## src/design/assert_macros.svh

```systemverilog
// ----------------------------------------------------------------------------
// assert_macros.svh
// Clocked assertion macros used by the constrainer controller.
// ----------------------------------------------------------------------------
`ifndef ASSERT_MACROS_SVH
`define ASSERT_MACROS_SVH

`ifndef SYNTHESIS
// Check prop at every rising edge outside reset.
`define OVC_ASSERT(lbl, clk_s, rst_s, prop) \
  lbl: assert property (@(posedge clk_s) disable iff (!rst_s) prop) \
    else $error("ovc assertion failed");
// Same, with a caller-supplied message string.
`define OVC_ASSERT_MSG(lbl, clk_s, rst_s, prop, msg) \
  lbl: assert property (@(posedge clk_s) disable iff (!rst_s) prop) \
    else $error(msg);
`else
`define OVC_ASSERT(lbl, clk_s, rst_s, prop)
`define OVC_ASSERT_MSG(lbl, clk_s, rst_s, prop, msg)
`endif

`endif

```

## src/design/ovc_pkg.sv

```systemverilog
// ----------------------------------------------------------------------------
// ovc_pkg
// Shared constants, codes and control types of the option value constrainer.
// ----------------------------------------------------------------------------
package ovc_pkg;

  localparam int LIST_DEPTH_DEF = 16;
  localparam int WORD_W         = 32;
  localparam int STEP_W         = 31;
  localparam int SLOT_W         = 4;
  localparam int COUNT_W        = 5;
  localparam int KIND_W         = 2;
  localparam int CFG_IDX_W      = 3;

  // Restoring divider: one numerator bit per beat of the iteration.
  localparam int DIV_STEPS = 33;
  localparam int DIV_CNT_W = 6;

  // Configuration register indexes.
  localparam logic [CFG_IDX_W-1:0] CFG_VALUE_KIND      = 3'd0;
  localparam logic [CFG_IDX_W-1:0] CFG_CONSTRAINT_KIND = 3'd1;
  localparam logic [CFG_IDX_W-1:0] CFG_RANGE_MIN       = 3'd2;
  localparam logic [CFG_IDX_W-1:0] CFG_RANGE_MAX       = 3'd3;
  localparam logic [CFG_IDX_W-1:0] CFG_RANGE_STEP      = 3'd4;
  localparam logic [CFG_IDX_W-1:0] CFG_LIST_COUNT      = 3'd5;

  // Option types and constraint kinds.
  localparam logic [KIND_W-1:0] VK_BOOL     = 2'd0;
  localparam logic [KIND_W-1:0] VK_INT      = 2'd1;
  localparam logic [KIND_W-1:0] VK_STRING   = 2'd3;
  localparam logic [KIND_W-1:0] CK_NONE     = 2'd0;
  localparam logic [KIND_W-1:0] CK_RANGE    = 2'd1;
  localparam logic [KIND_W-1:0] CK_LIST     = 2'd2;
  localparam logic [KIND_W-1:0] CK_STRLIST  = 2'd3;

  // Input commands.
  localparam logic CMD_CHECK = 1'b0;
  localparam logic CMD_LOAD  = 1'b1;

  // How one item is resolved.
  typedef enum logic [2:0] {
    RK_LOAD,
    RK_REJECT,
    RK_PASS,
    RK_CLAMP_LO,
    RK_CLAMP_HI,
    RK_STEP,
    RK_LIST
  } ovc_kind_t;

  typedef struct packed {
    logic [KIND_W-1:0]  value_kind;
    logic [KIND_W-1:0]  constraint_kind;
    logic [WORD_W-1:0]  range_min;
    logic [WORD_W-1:0]  range_max;
    logic [STEP_W-1:0]  range_step;
    logic [COUNT_W-1:0] list_count;
  } ovc_cfg_t;

  typedef struct packed {
    logic capture;
    logic div_init;
    logic div_step;
    logic list_cmp;
    logic list_first;
    logic res_load;
  } ovc_cmd_t;

  typedef struct packed {
    ovc_kind_t kind;
  } ovc_stat_t;

endpackage

```

## src/design/ovc_ifs.sv

```systemverilog
// ----------------------------------------------------------------------------
// ovc_ifs
// Valid/ready channels of the constrainer: input item and result item.
// ----------------------------------------------------------------------------
interface ovc_in_if;
  logic                              valid;
  logic                              ready;
  logic                              cmd;
  logic signed [ovc_pkg::WORD_W-1:0] value;
  logic [ovc_pkg::SLOT_W-1:0]        entry_slot;

  modport source (output valid, cmd, value, entry_slot, input ready);
  modport sink   (input valid, cmd, value, entry_slot, output ready);
endinterface

interface ovc_out_if;
  logic                              valid;
  logic                              ready;
  logic signed [ovc_pkg::WORD_W-1:0] snapped_value;
  logic                              inexact;
  logic                              accepted;
  logic                              exact;

  modport source (output valid, snapped_value, inexact, accepted, exact, input ready);
  modport sink   (input valid, snapped_value, inexact, accepted, exact, output ready);
endinterface

```

## src/design/ovc_ram.sv

```systemverilog
// ----------------------------------------------------------------------------
// ovc_ram
// Generic single-write, single-read RAM with registered read data.
// ----------------------------------------------------------------------------
module ovc_ram #(
  parameter  int WIDTH = 32,
  parameter  int DEPTH = 16,
  localparam int AW    = (DEPTH > 1) ? $clog2(DEPTH) : 1
) (
  input  logic             clk,
  input  logic             we,
  input  logic [AW-1:0]    waddr,
  input  logic [WIDTH-1:0] wdata,
  input  logic [AW-1:0]    raddr,
  output logic [WIDTH-1:0] rdata
);

  logic [WIDTH-1:0] mem [DEPTH];
  logic [WIDTH-1:0] rdata_r;

  always_ff @(posedge clk) begin
    if (we) begin
      mem[waddr] <= wdata;
    end
    rdata_r <= mem[raddr];
  end

  assign rdata = rdata_r;

endmodule

```

## src/design/ovc_dp.sv

```systemverilog
// ----------------------------------------------------------------------------
// ovc_dp
// Datapath: item capture, serial remainder unit, list walk and result register.
// ----------------------------------------------------------------------------
module ovc_dp #(
  parameter  int LIST_DEPTH = ovc_pkg::LIST_DEPTH_DEF,
  localparam int AW         = (LIST_DEPTH > 1) ? $clog2(LIST_DEPTH) : 1
) (
  input  logic                              clk,
  input  ovc_pkg::ovc_cfg_t                 cfg,
  input  ovc_pkg::ovc_cmd_t                 cmd,
  output ovc_pkg::ovc_stat_t                stat,
  input  logic [AW-1:0]                     rd_addr,
  input  logic                              in_cmd,
  input  logic signed [ovc_pkg::WORD_W-1:0] in_value,
  input  logic [ovc_pkg::SLOT_W-1:0]        in_entry_slot,
  output logic signed [ovc_pkg::WORD_W-1:0] res_value,
  output logic                              res_inexact,
  output logic                              res_accepted,
  output logic                              res_exact
);

  logic signed [31:0]  w_r;
  ovc_pkg::ovc_kind_t  kind_r, kind_nxt;
  logic [32:0]         num_r, num_nxt;
  logic [30:0]         rem_r, rem_nxt;
  logic [31:0]         best_r, best_nxt;
  logic [31:0]         bestd_r, bestd_nxt;
  logic signed [31:0]  res_value_r;
  logic                res_inexact_r, res_accepted_r, res_exact_r;

  logic                ram_we;
  logic [31:0]         ram_rdata;
  logic [29:0]         half;
  logic [32:0]         diff_min;
  logic [31:0]         rem_try;
  logic [32:0]         ldiff;
  logic [32:0]         lneg;
  logic [31:0]         ldist;
  logic signed [33:0]  rnd;
  logic                rnd_cap;

  logic signed [31:0]  v_nxt;
  logic                inx_nxt, acc_nxt, ex_nxt;

  // Word list table; a slot beyond the table depth is dropped.
  assign ram_we = cmd.capture && (in_cmd == ovc_pkg::CMD_LOAD) &&
                  (32'(in_entry_slot) < LIST_DEPTH);

  ovc_ram #(
    .WIDTH (ovc_pkg::WORD_W),
    .DEPTH (LIST_DEPTH)
  ) u_words (
    .clk   (clk),
    .we    (ram_we),
    .waddr (AW'(in_entry_slot)),
    .wdata (in_value),
    .raddr (rd_addr),
    .rdata (ram_rdata)
  );

  // Classify the incoming item.
  always_comb begin
    kind_nxt = ovc_pkg::RK_PASS;
    if (in_cmd == ovc_pkg::CMD_LOAD) begin
      kind_nxt = ovc_pkg::RK_LOAD;
    end else if (cfg.value_kind == ovc_pkg::VK_STRING ||
                 cfg.constraint_kind == ovc_pkg::CK_STRLIST) begin
      kind_nxt = ovc_pkg::RK_REJECT;
    end else begin
      case (cfg.constraint_kind)
        ovc_pkg::CK_NONE: begin
          if (cfg.value_kind == ovc_pkg::VK_BOOL && in_value != 32'sd0 &&
              in_value != 32'sd1) begin
            kind_nxt = ovc_pkg::RK_REJECT;
          end else begin
            kind_nxt = ovc_pkg::RK_PASS;
          end
        end
        ovc_pkg::CK_RANGE: begin
          if (in_value < $signed(cfg.range_min)) begin
            kind_nxt = ovc_pkg::RK_CLAMP_LO;
          end else if (in_value > $signed(cfg.range_max)) begin
            kind_nxt = ovc_pkg::RK_CLAMP_HI;
          end else if (cfg.range_step != '0) begin
            kind_nxt = ovc_pkg::RK_STEP;
          end else begin
            kind_nxt = ovc_pkg::RK_PASS;
          end
        end
        ovc_pkg::CK_LIST: begin
          kind_nxt = ovc_pkg::RK_LIST;
        end
        default: begin
          kind_nxt = ovc_pkg::RK_REJECT;
        end
      endcase
    end
  end

  // Remainder of (value - min + step/2) by step, one bit per beat.
  assign half     = cfg.range_step[30:1];
  assign diff_min = {w_r[31], w_r} - {cfg.range_min[31], cfg.range_min};
  assign rem_try  = {rem_r, num_r[32]};

  always_comb begin
    num_nxt = num_r;
    rem_nxt = rem_r;
    if (cmd.div_init) begin
      num_nxt = diff_min + {3'b000, half};
      rem_nxt = '0;
    end else if (cmd.div_step) begin
      num_nxt = {num_r[31:0], 1'b0};
      if (rem_try >= {1'b0, cfg.range_step}) begin
        rem_nxt = 31'(rem_try - {1'b0, cfg.range_step});
      end else begin
        rem_nxt = rem_try[30:0];
      end
    end
  end

  // Nearest list entry; a strictly smaller distance replaces the best.
  assign ldiff = {w_r[31], w_r} - {ram_rdata[31], ram_rdata};
  assign lneg  = -ldiff;
  assign ldist = ldiff[32] ? lneg[31:0] : ldiff[31:0];

  always_comb begin
    best_nxt  = best_r;
    bestd_nxt = bestd_r;
    if (cmd.list_cmp && (cmd.list_first || ldist < bestd_r)) begin
      best_nxt  = ram_rdata;
      bestd_nxt = ldist;
    end
  end

  // Rounded value is value + step/2 - remainder; cap it at the maximum.
  assign rnd     = {{2{w_r[31]}}, w_r} + {4'b0000, half} - {3'b000, rem_r};
  assign rnd_cap = rnd > $signed({{2{cfg.range_max[31]}}, cfg.range_max});

  always_comb begin
    v_nxt   = w_r;
    inx_nxt = 1'b0;
    acc_nxt = 1'b1;
    ex_nxt  = 1'b0;
    case (kind_r)
      ovc_pkg::RK_LOAD: begin
        v_nxt = w_r;
      end
      ovc_pkg::RK_REJECT: begin
        acc_nxt = 1'b0;
      end
      ovc_pkg::RK_PASS: begin
        ex_nxt = 1'b1;
      end
      ovc_pkg::RK_CLAMP_LO: begin
        v_nxt   = $signed(cfg.range_min);
        inx_nxt = 1'b1;
      end
      ovc_pkg::RK_CLAMP_HI: begin
        v_nxt   = $signed(cfg.range_max);
        inx_nxt = 1'b1;
      end
      ovc_pkg::RK_STEP: begin
        v_nxt   = rnd_cap ? $signed(cfg.range_max) : rnd[31:0];
        inx_nxt = (v_nxt != w_r);
        ex_nxt  = ({1'b0, half} == rem_r);
      end
      ovc_pkg::RK_LIST: begin
        v_nxt   = $signed(best_r);
        inx_nxt = (best_r != w_r);
        ex_nxt  = (best_r == w_r);
      end
      default: begin
        acc_nxt = 1'b0;
      end
    endcase
  end

  always_ff @(posedge clk) begin
    if (cmd.capture) begin
      w_r    <= in_value;
      kind_r <= kind_nxt;
    end
    num_r   <= num_nxt;
    rem_r   <= rem_nxt;
    best_r  <= best_nxt;
    bestd_r <= bestd_nxt;
    if (cmd.res_load) begin
      res_value_r    <= v_nxt;
      res_inexact_r  <= inx_nxt;
      res_accepted_r <= acc_nxt;
      res_exact_r    <= ex_nxt;
    end
  end

  assign stat.kind    = kind_r;
  assign res_value    = res_value_r;
  assign res_inexact  = res_inexact_r;
  assign res_accepted = res_accepted_r;
  assign res_exact    = res_exact_r;

endmodule

```

## src/design/ovc_ctrl.sv

```systemverilog
// ----------------------------------------------------------------------------
// ovc_ctrl
// Controller: sequences capture, division, list walk and result handoff.
// ----------------------------------------------------------------------------
`include "assert_macros.svh"

module ovc_ctrl #(
  parameter  int LIST_DEPTH = ovc_pkg::LIST_DEPTH_DEF,
  localparam int AW         = (LIST_DEPTH > 1) ? $clog2(LIST_DEPTH) : 1,
  localparam int CW         = $clog2(LIST_DEPTH + 1)
) (
  input  logic                         clk,
  input  logic                         rst_n,
  input  logic                         in_valid,
  output logic                         in_ready,
  output logic                         out_valid,
  input  logic                         out_ready,
  input  logic [ovc_pkg::COUNT_W-1:0]  list_count,
  input  ovc_pkg::ovc_stat_t           stat,
  output ovc_pkg::ovc_cmd_t            cmd,
  output logic [AW-1:0]                rd_addr
);

  typedef enum logic [2:0] {
    S_IDLE,
    S_DECODE,
    S_DIV,
    S_LREQ,
    S_LCMP,
    S_FIN
  } state_t;

  state_t                      state_r, state_nxt;
  logic [ovc_pkg::DIV_CNT_W-1:0] cnt_r, cnt_nxt;
  logic [CW-1:0]               idx_r, idx_nxt;
  logic                        out_valid_r, out_valid_nxt;
  logic [CW-1:0]               n_ent;

  // Saturate the entry count to 1..LIST_DEPTH.
  always_comb begin
    if (list_count == '0) begin
      n_ent = CW'(1);
    end else if (32'(list_count) > LIST_DEPTH) begin
      n_ent = CW'(LIST_DEPTH);
    end else begin
      n_ent = CW'(list_count);
    end
  end

  always_comb begin
    cmd           = '0;
    state_nxt     = state_r;
    cnt_nxt       = cnt_r;
    idx_nxt       = idx_r;
    out_valid_nxt = out_valid_r && !out_ready;
    case (state_r)
      S_IDLE: begin
        if (in_valid) begin
          cmd.capture = 1'b1;
          state_nxt   = S_DECODE;
        end
      end
      S_DECODE: begin
        case (stat.kind)
          ovc_pkg::RK_STEP: begin
            cmd.div_init = 1'b1;
            cnt_nxt      = '0;
            state_nxt    = S_DIV;
          end
          ovc_pkg::RK_LIST: begin
            idx_nxt   = '0;
            state_nxt = S_LREQ;
          end
          default: begin
            state_nxt = S_FIN;
          end
        endcase
      end
      S_DIV: begin
        cmd.div_step = 1'b1;
        if (cnt_r == ovc_pkg::DIV_CNT_W'(ovc_pkg::DIV_STEPS - 1)) begin
          state_nxt = S_FIN;
        end else begin
          cnt_nxt = cnt_r + 1'b1;
        end
      end
      S_LREQ: begin
        state_nxt = S_LCMP;
      end
      S_LCMP: begin
        cmd.list_cmp   = 1'b1;
        cmd.list_first = (idx_r == '0);
        if (({1'b0, idx_r} + 1'b1) == {1'b0, n_ent}) begin
          state_nxt = S_FIN;
        end else begin
          idx_nxt   = idx_r + 1'b1;
          state_nxt = S_LREQ;
        end
      end
      S_FIN: begin
        if (!out_valid_r || out_ready) begin
          cmd.res_load  = 1'b1;
          out_valid_nxt = 1'b1;
          state_nxt     = S_IDLE;
        end
      end
      default: begin
        state_nxt = S_IDLE;
      end
    endcase
  end

  always_ff @(posedge clk) begin
    if (!rst_n) begin
      state_r     <= S_IDLE;
      cnt_r       <= '0;
      idx_r       <= '0;
      out_valid_r <= 1'b0;
    end else begin
      state_r     <= state_nxt;
      cnt_r       <= cnt_nxt;
      idx_r       <= idx_nxt;
      out_valid_r <= out_valid_nxt;
    end
  end

  assign in_ready  = (state_r == S_IDLE);
  assign out_valid = out_valid_r;
  assign rd_addr   = idx_r[AW-1:0];

  `OVC_ASSERT(a_load_free, clk, rst_n, cmd.res_load |-> (!out_valid_r || out_ready))
  `OVC_ASSERT(a_accept_decode, clk, rst_n, (in_valid && in_ready) |=> state_r == S_DECODE)
  `OVC_ASSERT_MSG(a_div_bound, clk, rst_n, state_r == S_DIV |-> cnt_r < ovc_pkg::DIV_STEPS, "divider count overrun")
  `OVC_ASSERT_MSG(a_idx_bound, clk, rst_n, state_r == S_LCMP |-> idx_r < n_ent, "list index past entry count")
  `OVC_ASSERT(a_load_valid, clk, rst_n, cmd.res_load |=> out_valid)

endmodule

```

## src/design/option_value_constrainer.sv

```systemverilog
// ----------------------------------------------------------------------------
// option_value_constrainer
// Snaps an option value to its range or word-list constraint.
// ----------------------------------------------------------------------------
// Usage: items arrive on in_ch (valid/ready). A beat with cmd load writes
// value into word-list slot entry_slot; a check beat constrains value by the
// configuration registers. Every item yields exactly one result beat on
// out_ch: snapped_value with inexact, accepted and exact flags.
// Registers are written through cfg_we/cfg_index/cfg_wdata; the user must
// write them only while idle, the block itself does not enforce it.
// Path to out_ch.valid: load, reject, pass and clamp go from capture and
// decode to the result register; range with a step runs the restoring
// remainder loop first; word list does one RAM read and one compare per
// entry, N entries, N the saturated list count.
// One item is in work at a time; in_ch.ready rises on the same edge that
// loads the result into the output register. The output register holds a
// result while the receiver stalls; the next item may be accepted
// meanwhile, and its result waits in the controller until the register
// frees up.
// Reset (rst_n low, synchronous) clears control and sets the configuration
// registers to defaults; the word list is undefined until loaded.
// ----------------------------------------------------------------------------
module option_value_constrainer #(
  parameter  int LIST_DEPTH = ovc_pkg::LIST_DEPTH_DEF,
  localparam int AW         = (LIST_DEPTH > 1) ? $clog2(LIST_DEPTH) : 1
) (
  input  logic                              clk,
  input  logic                              rst_n,
  input  logic                              cfg_we,
  input  logic [ovc_pkg::CFG_IDX_W-1:0]     cfg_index,
  input  logic [ovc_pkg::WORD_W-1:0]        cfg_wdata,
  ovc_in_if.sink                            in_ch,
  ovc_out_if.source                         out_ch
);

  ovc_pkg::ovc_cfg_t  cfg_r;
  ovc_pkg::ovc_cmd_t  cmd;
  ovc_pkg::ovc_stat_t stat;
  logic [AW-1:0]      rd_addr;

  // Configuration registers; an unknown index is dropped.
  always_ff @(posedge clk) begin
    if (!rst_n) begin
      cfg_r.value_kind      <= ovc_pkg::VK_INT;
      cfg_r.constraint_kind <= ovc_pkg::CK_NONE;
      cfg_r.range_min       <= '0;
      cfg_r.range_max       <= '0;
      cfg_r.range_step      <= '0;
      cfg_r.list_count      <= ovc_pkg::COUNT_W'(1);
    end else if (cfg_we) begin
      case (cfg_index)
        ovc_pkg::CFG_VALUE_KIND:      cfg_r.value_kind      <= cfg_wdata[ovc_pkg::KIND_W-1:0];
        ovc_pkg::CFG_CONSTRAINT_KIND: cfg_r.constraint_kind <= cfg_wdata[ovc_pkg::KIND_W-1:0];
        ovc_pkg::CFG_RANGE_MIN:       cfg_r.range_min       <= cfg_wdata;
        ovc_pkg::CFG_RANGE_MAX:       cfg_r.range_max       <= cfg_wdata;
        ovc_pkg::CFG_RANGE_STEP:      cfg_r.range_step      <= cfg_wdata[ovc_pkg::STEP_W-1:0];
        ovc_pkg::CFG_LIST_COUNT:      cfg_r.list_count      <= cfg_wdata[ovc_pkg::COUNT_W-1:0];
        default: begin
        end
      endcase
    end
  end

  // Sequence the item: capture, decode, divide or walk the list, hand off.
  ovc_ctrl #(
    .LIST_DEPTH (LIST_DEPTH)
  ) u_ctrl (
    .clk        (clk),
    .rst_n      (rst_n),
    .in_valid   (in_ch.valid),
    .in_ready   (in_ch.ready),
    .out_valid  (out_ch.valid),
    .out_ready  (out_ch.ready),
    .list_count (cfg_r.list_count),
    .stat       (stat),
    .cmd        (cmd),
    .rd_addr    (rd_addr)
  );

  // Hold the item, the remainder unit, the list best and the result beat.
  ovc_dp #(
    .LIST_DEPTH (LIST_DEPTH)
  ) u_dp (
    .clk           (clk),
    .cfg           (cfg_r),
    .cmd           (cmd),
    .stat          (stat),
    .rd_addr       (rd_addr),
    .in_cmd        (in_ch.cmd),
    .in_value      (in_ch.value),
    .in_entry_slot (in_ch.entry_slot),
    .res_value     (out_ch.snapped_value),
    .res_inexact   (out_ch.inexact),
    .res_accepted  (out_ch.accepted),
    .res_exact     (out_ch.exact)
  );

endmodule
```

## src/flat_wrapper.sv

```systemverilog
// flat-port wrapper written by rule: the top's interface ports become plain ports
module option_value_constrainer_flat 
#(
  parameter  int LIST_DEPTH = ovc_pkg::LIST_DEPTH_DEF,
  localparam int AW         = (LIST_DEPTH > 1) ? $clog2(LIST_DEPTH) : 1
)
  (clk, rst_n, cfg_we, cfg_index, cfg_wdata, in_ch_valid, in_ch_cmd, in_ch_value, in_ch_entry_slot, in_ch_ready, out_ch_valid, out_ch_snapped_value, out_ch_inexact, out_ch_accepted, out_ch_exact, out_ch_ready);
  ovc_in_if in_ch_i ();
  ovc_out_if out_ch_i ();
  input  logic clk;
  input  logic rst_n;
  input  logic cfg_we;
  input  logic [ovc_pkg::CFG_IDX_W-1:0] cfg_index;
  input  logic [ovc_pkg::WORD_W-1:0] cfg_wdata;
  input wire logic [$bits(in_ch_i.valid)-1:0] in_ch_valid;
  input wire logic [$bits(in_ch_i.cmd)-1:0] in_ch_cmd;
  input wire logic [$bits(in_ch_i.value)-1:0] in_ch_value;
  input wire logic [$bits(in_ch_i.entry_slot)-1:0] in_ch_entry_slot;
  output wire logic [$bits(in_ch_i.ready)-1:0] in_ch_ready;
  output wire logic [$bits(out_ch_i.valid)-1:0] out_ch_valid;
  output wire logic [$bits(out_ch_i.snapped_value)-1:0] out_ch_snapped_value;
  output wire logic [$bits(out_ch_i.inexact)-1:0] out_ch_inexact;
  output wire logic [$bits(out_ch_i.accepted)-1:0] out_ch_accepted;
  output wire logic [$bits(out_ch_i.exact)-1:0] out_ch_exact;
  input wire logic [$bits(out_ch_i.ready)-1:0] out_ch_ready;
  assign in_ch_i.valid = in_ch_valid;
  assign in_ch_i.cmd = in_ch_cmd;
  assign in_ch_i.value = in_ch_value;
  assign in_ch_i.entry_slot = in_ch_entry_slot;
  assign in_ch_ready = in_ch_i.ready;
  assign out_ch_valid = out_ch_i.valid;
  assign out_ch_snapped_value = out_ch_i.snapped_value;
  assign out_ch_inexact = out_ch_i.inexact;
  assign out_ch_accepted = out_ch_i.accepted;
  assign out_ch_exact = out_ch_i.exact;
  assign out_ch_i.ready = out_ch_ready;
  option_value_constrainer #(.LIST_DEPTH(LIST_DEPTH)) u_core (.clk(clk), .rst_n(rst_n), .cfg_we(cfg_we), .cfg_index(cfg_index), .cfg_wdata(cfg_wdata), .in_ch(in_ch_i), .out_ch(out_ch_i));
endmodule
```

## config.mk

```make
export PLATFORM = sky130hd
export DESIGN_NAME = option_value_constrainer_flat
export DESIGN_NICKNAME = d
export VERILOG_FILES = /design/src/design/ovc_pkg.sv /design/src/design/ovc_ifs.sv /design/src/design/ovc_ram.sv /design/src/design/ovc_dp.sv /design/src/design/ovc_ctrl.sv /design/src/design/option_value_constrainer.sv /design/src/flat_wrapper.sv
export VERILOG_INCLUDE_DIRS = /design/src /design/src/design
export SDC_FILE = /design/constraint.sdc
export NUM_CORES = 2
export LEC_CHECK = 0
export BUFFER_PORTS_ARGS = -buffer_cell sky130_fd_sc_hd__buf_2
export CAP_MARGIN = 20
export CORE_ASPECT_RATIO = 1.1
export CORE_MARGIN = 3
export CORE_UTILIZATION = 50
export CTS_BUF_LIST = sky130_fd_sc_hd__clkbuf_8
export CTS_CLUSTER_SIZE = 24
export DETAILED_ROUTE_END_ITERATION = 8
export GPL_TIMING_DRIVEN = 0
export PLACE_DENSITY = 0.66
export SLEW_MARGIN = 20
export SYNTH_ARGS = -nofsm -noshare
export SYNTH_HDL_FRONTEND = slang
export SYNTH_SLANG_ARGS = --single-unit
```

## constraint.sdc

```tcl
create_clock -name clk -period 16.9 [get_ports clk]
set_input_delay 1.69 -clock clk [delete_from_list [all_inputs] [get_ports clk]]
set_output_delay 1.69 -clock clk [all_outputs]
set_load 0.01 [all_outputs]
```

Yosys cells after proc, flatten, opt, wreduce, memory -nomap -nowiden
Memory sizes are Yosys's and may differ from the RTL's. A register that Yosys moved wholly into a read port is not among the register bits.
Index checks and enable logic that the tools add are counted.
{"block": "totals", "latch_bits": 0, "mem_bits_ro": 0, "memories": 1, "input_bits": 77, "ram_bits": 512, "out_inout_bits": 37, "register_bits": 317, "word_cells": 146}
{"memory": "u_core.u_dp.u_words.mem", "depth": 16, "word_bits": 32, "rd": 1, "rd_clocked_by_memory_dff": 1, "write_ports": 1, "line_no": "ovc_ram.sv:18", "rtl": "logic [WIDTH-1:0] mem [DEPTH];"}
{"block": "op_classes", "shift": 0, "magnitude_cmp": 6, "n_addsub": 10, "reduce_logical": 34, "n_eq_ne": 33, "n_div": 0, "n_mul": 0, "n_bitwise": 0, "muxes": 41}
{"operator": "case mux 32 bit (4 select lines)", "count": 1}
{"operator": "2-to-1 mux 33 bit", "count": 2}
{"operator": "subtractor 32 x 32 -> 33 bit", "count": 2}
{"operator": "less-than comparator 32 bit", "count": 2}
{"operator": "2-to-1 mux 32 bit", "count": 2}
{"operator": "!= test 32 bit", "count": 2}
{"operator": "greater-than comparator 34 x 32 -> 1 bit", "count": 1}
{"operator": "subtractor 33 x 32 -> 34 bit", "count": 1}
{"operator": "adder 32 x 31 -> 33 bit", "count": 1}
{"operator": "adder 33 x 30 -> 33 bit", "count": 1}
{"operator": "== test 32 bit", "count": 1}
{"operator": "greater-or-equal comparator 32 x 31 -> 1 bit", "count": 1}
{"operator": "greater-than comparator 32 bit", "count": 1}
{"operator": "!= test 32 x 2 -> 1 bit, second input constant", "count": 1}
{"operator": "negator 32 bit", "count": 1}
{"operator": "nonzero test 32 bit", "count": 1}
{"operator": "== test 30 x 31 -> 1 bit", "count": 1}
{"operator": "2-to-1 mux 31 bit", "count": 1}
{"operator": "nonzero test 31 bit", "count": 1}
{"operator": "subtractor 31 bit", "count": 1}
{"operator": "== test 3 bit, second input constant", "count": 7}
{"operator": "2-to-1 mux 3 bit", "count": 7}
{"operator": "2-to-1 mux 5 bit", "count": 4}
{"operator": "== test 3 x 2 -> 1 bit, second input constant", "count": 6}
{"operator": "31 further kinds", "count": 75}

Logic depth before layout (Yosys ltp)
{"block": "depth", "word_depth": 6, "mapped_depth": 32, "depth_no_buf": 29}

Cells and area by module
A second synthesis with hierarchy kept.
{"block": "hier_totals", "cells_unflattened": 3839, "hier_area_um2": 46412.0}
{"mod": "ovc_dp", "cells_per_inst": 2485, "area_each_um2": 21576.9, "instances": 1}
{"mod": "ovc_ram", "cells_per_inst": 838, "area_each_um2": 19835.3, "instances": 1}
{"mod": "option_value_constrainer", "cells_per_inst": 377, "area_each_um2": 3862.5, "instances": 1}
{"mod": "ovc_ctrl", "cells_per_inst": 139, "area_each_um2": 1137.3, "instances": 1}

Worst setup path before layout
No wires, ideal clock.
{"block": "synth_path", "kind": "reg2reg", "start": "reg u_core.u_dp.w_r[0]", "end": "reg u_core.u_dp.best_r[0], enable pin", "synth_period_minus_slack_ps": 10416, "t_required_ps": 16326, "slack_ps": 6484, "arrival_ps": 9841, "stages_incl_launch_ff": 23, "cell_sequence": "edfxtp_1 > inv_1 > ha_1 > inv_1 > fa_1 > a21o_1 > a221oi_2 > o21a_4 > o21ai_2 > o311ai_4 > nand3b_4 > or4_4 > or4_1 > or4_4 > or4_1 > a22oi_1 > xor2_1 > ha_1 > nand4_1 > nor4_1 > a211oi_1 > o311ai_0 > o21ai_0"}
{"block": "synth_via", "elab_chain_len": 6}
{"item": "start: declaration", "line_no": "ovc_dp.sv:23", "rtl": "logic signed [31:0] w_r;"}
{"item": "start signal: assignment", "line_no": "ovc_dp.sv:181", "rtl": "w_r <= in_value;"}
{"item": "subtractor 32 x 32 -> 33 bit *", "line_no": "ovc_dp.sv:123", "rtl": "assign ldiff = {w_r[31], w_r} - {ram_rdata[31], ram_rdata};"}
{"item": "negator 32 bit", "line_no": "ovc_dp.sv:124", "rtl": "assign lneg = -ldiff;"}
{"item": "2-to-1 mux 32 bit *", "line_no": "ovc_dp.sv:125", "rtl": "assign ldist = ldiff[32] ? lneg[31:0] : ldiff[31:0];"}
{"item": "named net u_core.u_dp.ldist[31]", "line_no": "ovc_dp.sv:39", "rtl": "logic [31:0] ldist;"}
{"item": "less-than comparator 32 bit *", "line_no": "ovc_dp.sv:130", "rtl": "if (cmd.list_cmp && (cmd.list_first || ldist < bestd_r)) begin"}
{"item": "logical OR 1 bit *", "line_no": "ovc_dp.sv:130"}
{"item": "logical AND 1 bit *", "line_no": "ovc_dp.sv:130"}
{"item": "end signal: assignment", "line_no": "ovc_dp.sv:186", "rtl": "best_r <= best_nxt;"}
{"item": "end: declaration", "line_no": "ovc_dp.sv:27", "rtl": "logic [31:0] best_r, best_nxt;"}
The timed path passes the listed nets; every way through them passes the cells marked *.
A chain may end at the register's enable or synchronous reset.

Final worst setup path
{"block": "layout_path", "start": "reg u_core.u_dp.w_r[7]", "end": "reg u_core.u_dp.res_inexact_r (netlist: u_core.u_dp.res_inexact), data pin"}
{"block": "layout_via", "elab_chain_len": 6, "elab_cells_between_ends": 7, "cone_classes": "add/sub: 2; order compare: 1; eq/ne: 2; mux: 2"}
{"item": "adder 32 x 31 -> 33 bit", "line_no": "ovc_dp.sv:137", "rtl": "assign rnd = {{2{w_r[31]}}, w_r} + {4'b0000, half} - {3'b000, rem_r};"}
{"item": "subtractor 33 x 32 -> 34 bit", "line_no": "ovc_dp.sv:137"}
{"item": "greater-than comparator 34 x 32 -> 1 bit", "line_no": "ovc_dp.sv:138", "rtl": "assign rnd_cap = rnd > $signed({{2{cfg.range_max[31]}}, cfg.range_max});"}
{"item": "2-to-1 mux 32 bit", "line_no": "ovc_dp.sv:164", "rtl": "v_nxt = rnd_cap ? $signed(cfg.range_max) : rnd[31:0];"}
{"item": "!= test 32 bit", "line_no": "ovc_dp.sv:165", "rtl": "inx_nxt = (v_nxt != w_r);"}
{"item": "case mux 1 bit (3 select lines) *", "line_no": "ovc_dp.sv:145", "rtl": "case (kind_r)"}
{"item": "named net u_core.u_dp.inx_nxt", "line_no": "ovc_dp.sv:44", "rtl": "logic inx_nxt, acc_nxt, ex_nxt;"}
{"item": "end signal: assignment", "line_no": "ovc_dp.sv:190", "rtl": "res_inexact_r <= inx_nxt;"}
{"item": "end: declaration", "line_no": "ovc_dp.sv:30", "rtl": "logic res_inexact_r, res_accepted_r, res_exact_r;"}
Marked as above.

==> out/qor.yml <==
clk_pin_slew_ns: 0.07
synth_seq_area_share_pct: 51.9
drc: 0
r2r-start: "u_core.u_dp.w_r[7]"
ir_worst_vdd_v: 0.0000783
grt_max_degree: 36
yosysTopAreaCell: "edfxtp_1"
pwr-share-comb_pct: 41.0
clock-sinks: 861
max-cap-violations: 0
ios: 114
cts_resized: 0
synthSimpleGateAreaFrac_pct: 9.29
die_h_um: 325
power.internal_mw: 4.54
ys.flop_type: "edfxtp_1"
async_reset_ff_share_pct: 0
slew_headroom_pct: 21.9
drt-initial-drc-count: 2735
fmax_mhz: 94.4
setup_viol: 0
synthCells: 3886
clkLatencyLatePin_ns: 0.84
grtUsageTotal_pct: 30.2
cts_setup_buffers: 0
dp.cells: 5217
via_per_inst: 5.96
r2r_end: "u_core.u_dp.res_inexact"
cts_hold_buf: 0
synthMuxAreaShare_pct: 8.95
critPathArrivalTime_ns: 11.13
yosysTopAreaCellShare_pct: 44.1
via_count: 32687
hold_viol_final: 0
pre_cts_ws_ns: 6.65
switching_share_pct: 38.6
reg2reg_slack_ns: 6.31
slowest_stage: "nor4_1"
drive_gt1_share_pct: 13.5
seqPwrFrac_pct: 33.9
synth_top_family_by_area: "compound AO/OA/AOI/OAI gates"
netlist-cell-type-count: 87
synth_common_cells: "679 x edfxtp_1, 392 x nand2_1, 369 x inv_1"
status: "completed"
htreeDepth: 4
syn_area_sq_um: 46300
syn_area_per_cell_sq_um: 11.9
rsz0062_at_grt: "no"
wl_um: 145000
slowest_delay_ns: 0.98
r2r_cells: 28
die_width_um: 296
core_area_sq_um: 91400
row_count: 116
critical_path_required_ns: 17.44
critPathMostFrequentCell: "a21oi_1"
cts.path.max_buffers: 3
syn_nets: 4289
leakagePower_nw: 19.1
areaGrowthSynthToFinish_pct: 12.2
gp_congestion: 0.981
dp_hpwl_um: 111000
ys_warn_count: 0
hold_path_class: "flop to flop"
totalNegativeSetupSlack_ns: 0
path_max_fanout: 10
slew_viol_final: 0
clockPowerShare_pct: 25.1
synth-seq-cells: 861
critPathLaunchType: "flop"
fin_util_pct: 56.8
die-area_sq_um: 96300
fin_skew_ns: 0.0377
holdPathStages: 0
critical_path_class: "flop to flop"
post-route-min-period_ns: 10.59
ant_nets: 0
antenna_found_initial: 6
cts_root_buf: "clkbuf_8"
synth_most_common_cell: "edfxtp_1"
min-delay-start: "u_core.u_dp.u_words.rdata[22]"
wl_per_cell_um: 26.4
worst_pin_slew_ns: 1.16
yosys-top-cells-area: "edfxtp_1 44%, dfxtp_1 7.9%, mux4_2 7.8%"
end_kind: "flop"
synth_fa_ha_area_share_pct: 9.82
num-nets-final: 4584
cts_tree: "done"
start_util_pct: 50.6
fin_ws_ns: 6.31
fin_crit_sh_pct: 62.7
cts_made_buffers: 142
synthXorXnorAreaFrac_pct: 3.73
dr.pass1.iters: 7
powerDensity_nw_per_um2: 142
grt_pass1_wl_um: 212000
final_cells: 5482
grt_pass1_vias: 32682
synth_compound_area_share_pct: 12.1
holdPathEnd: "u_core.u_dp.best_r[22]"
grt_overflow: 0
io_buffers: 112
p_switching_mw: 2.85
fillCellCount: 7672
synth_edf_count: 679
placed cells by master, fill, tap and decap left out, types with 21 or more instances in the layout:
cell type  netlist  layout
o211ai_1        24      24
xor2_1          91      91
a31oi_1         24      24
nor2b_1         48      47
a21boi_0       105     105
clkbuf_1       120     120
xnor2_1         99      99
nor2_1         175     163
nand2_1        392     392
nor3_1          52      48
inv_1          369     419
edfxtp_1       679     679
a21o_1          75      75
fa_1            62      62
mux4_2         160     160
o22ai_1         29      29
nand3_1         54      54
clkbuf_8         0     164
nand4_1         50      50
a21oi_1        190     190
mux2i_1         39      39
a22oi_1         21      21
o21ai_0        193     192
dfxtp_1        182     182
nand2b_1        32      32
ha_1           264     264
o21a_1          24      24
buf_2            2     116
nor4_1          34      33
metrics by stage:
| stage | total power, mW | hold slack, ns | cell area (sq um) |
|---|---|---|---|
| 3_5_place_dp | 5.49 | 0.420 | 49100 |
| 5_1_grt | 7.80 | 0.450 | 51900 |
| 4_1_cts | 7.36 | 0.431 | 51900 |
| 2_1_floorplan | 4.60 | 0.408 | 46300 |
| 3_3_place_gp | 5.49 | 0.416 | 48300 |
| 6_report | 7.38 | 0.422 | 52000 |
sequential cells by signal (all words and copies together), names as in the netlist:
name                       flops
u_core.cfg_r                 104
u_core.u_ctrl.cnt_r            6
u_core.u_ctrl.idx_r            5
u_core.u_ctrl.out_valid        1
u_core.u_ctrl.state_r          3
u_core.u_dp.best_r            32
u_core.u_dp.bestd_r           32
u_core.u_dp.num_r             33
u_core.u_dp.rem_r             31
u_core.u_dp.res_accepted       1
u_core.u_dp.res_exact          1
u_core.u_dp.res_inexact        1
u_core.u_dp.res_value         32
u_core.u_dp.stat               3
u_core.u_dp.u_words.mem      512
u_core.u_dp.u_words.rdata     32
u_core.u_dp.w_r               32
worst max-delay path, delay by kind of cell (launching register included):
| kind | cells | cell delay (ns) |
|---|---|---|
| flip-flops | 1 | 0.70 |
| XOR/XNOR | 1 | 0.41 |
| buffers and inverters | 4 | 1.27 |
| AO/OA/AOI/OAI | 11 | 3.94 |
| AND/OR/NAND/NOR | 8 | 2.37 |
| multiplexers | 1 | 0.44 |
| adder cells (fa/ha/maj) | 3 | 1.16 |
kinds of logic (layout without fill, tap and decap cells):
logic type | count (synthesis) | in the layout
xor+xnor | 193 | 193
flops | 861 | 861
buf+inv | 518 | 930
simple gates | 922 | 922
fa+ha+maj | 326 | 326
compound gates | 854 | 854
mux | 212 | 212
other cells | 0 | 4
power groups by stage:
stage	Sequential (mW)	Combinational, mW	Clock (mW)
floorplan	2.51	2.09	0
global placement	2.56	2.93	0
detailed placement	2.55	2.95	0
CTS	2.50	2.97	1.89
global route	2.51	3.31	1.98
finish	2.51	3.03	1.85
worst max path at each step:
stage / end / startpoint / slack (ns)
6_report: u_core.u_dp.res_inexact / u_core.u_dp.w_r[7] / 6.31
5_1_grt: u_core.u_dp.res_inexact / u_core.u_dp.w_r[5] / 6.20
4_1_cts: u_core.u_dp.res_inexact / u_core.u_dp.w_r[5] / 6.60
3_5_place_dp: u_core.u_dp.res_inexact / u_core.u_dp.w_r[5] / 6.65
3_3_place_gp: u_core.u_dp.bestd_r[2] / u_core.u_dp.w_r[0] / 2.58
2_1_floorplan: u_core.u_dp.best_r[0] / u_core.u_dp.w_r[0] / 6.48
cell type report:
| type | instances | area [sq um] | area share, % |
|---|---|---|---|
| Antenna cell | 4 | 10.0 | 0.0193 |
| Clock buffer | 164 | 2260 | 4.34 |
| Multi-Input combinational cell | 2507 | 20400 | 39.3 |
| Inverter | 369 | 1390 | 2.67 |
| Buffer | 149 | 577 | 1.11 |
| Clock inverter | 97 | 619 | 1.19 |
| Tap cell | 1180 | 1480 | 2.84 |
| Timing Repair Buffer | 151 | 1160 | 2.23 |
| Sequential cell | 861 | 24000 | 46.3 |
routing by layer:
layer  GRT usage (%)  routed length, um  vias to the layer above
li1                -                  -                    14982
met1            36.9              55900                    16044
met2            50.6              71200                     1317
met3            4.73               8440                      344
met4            17.9               9380                        0
met5               0                  0                        -
Note: power is estimated with default switching activity, not from simulation.
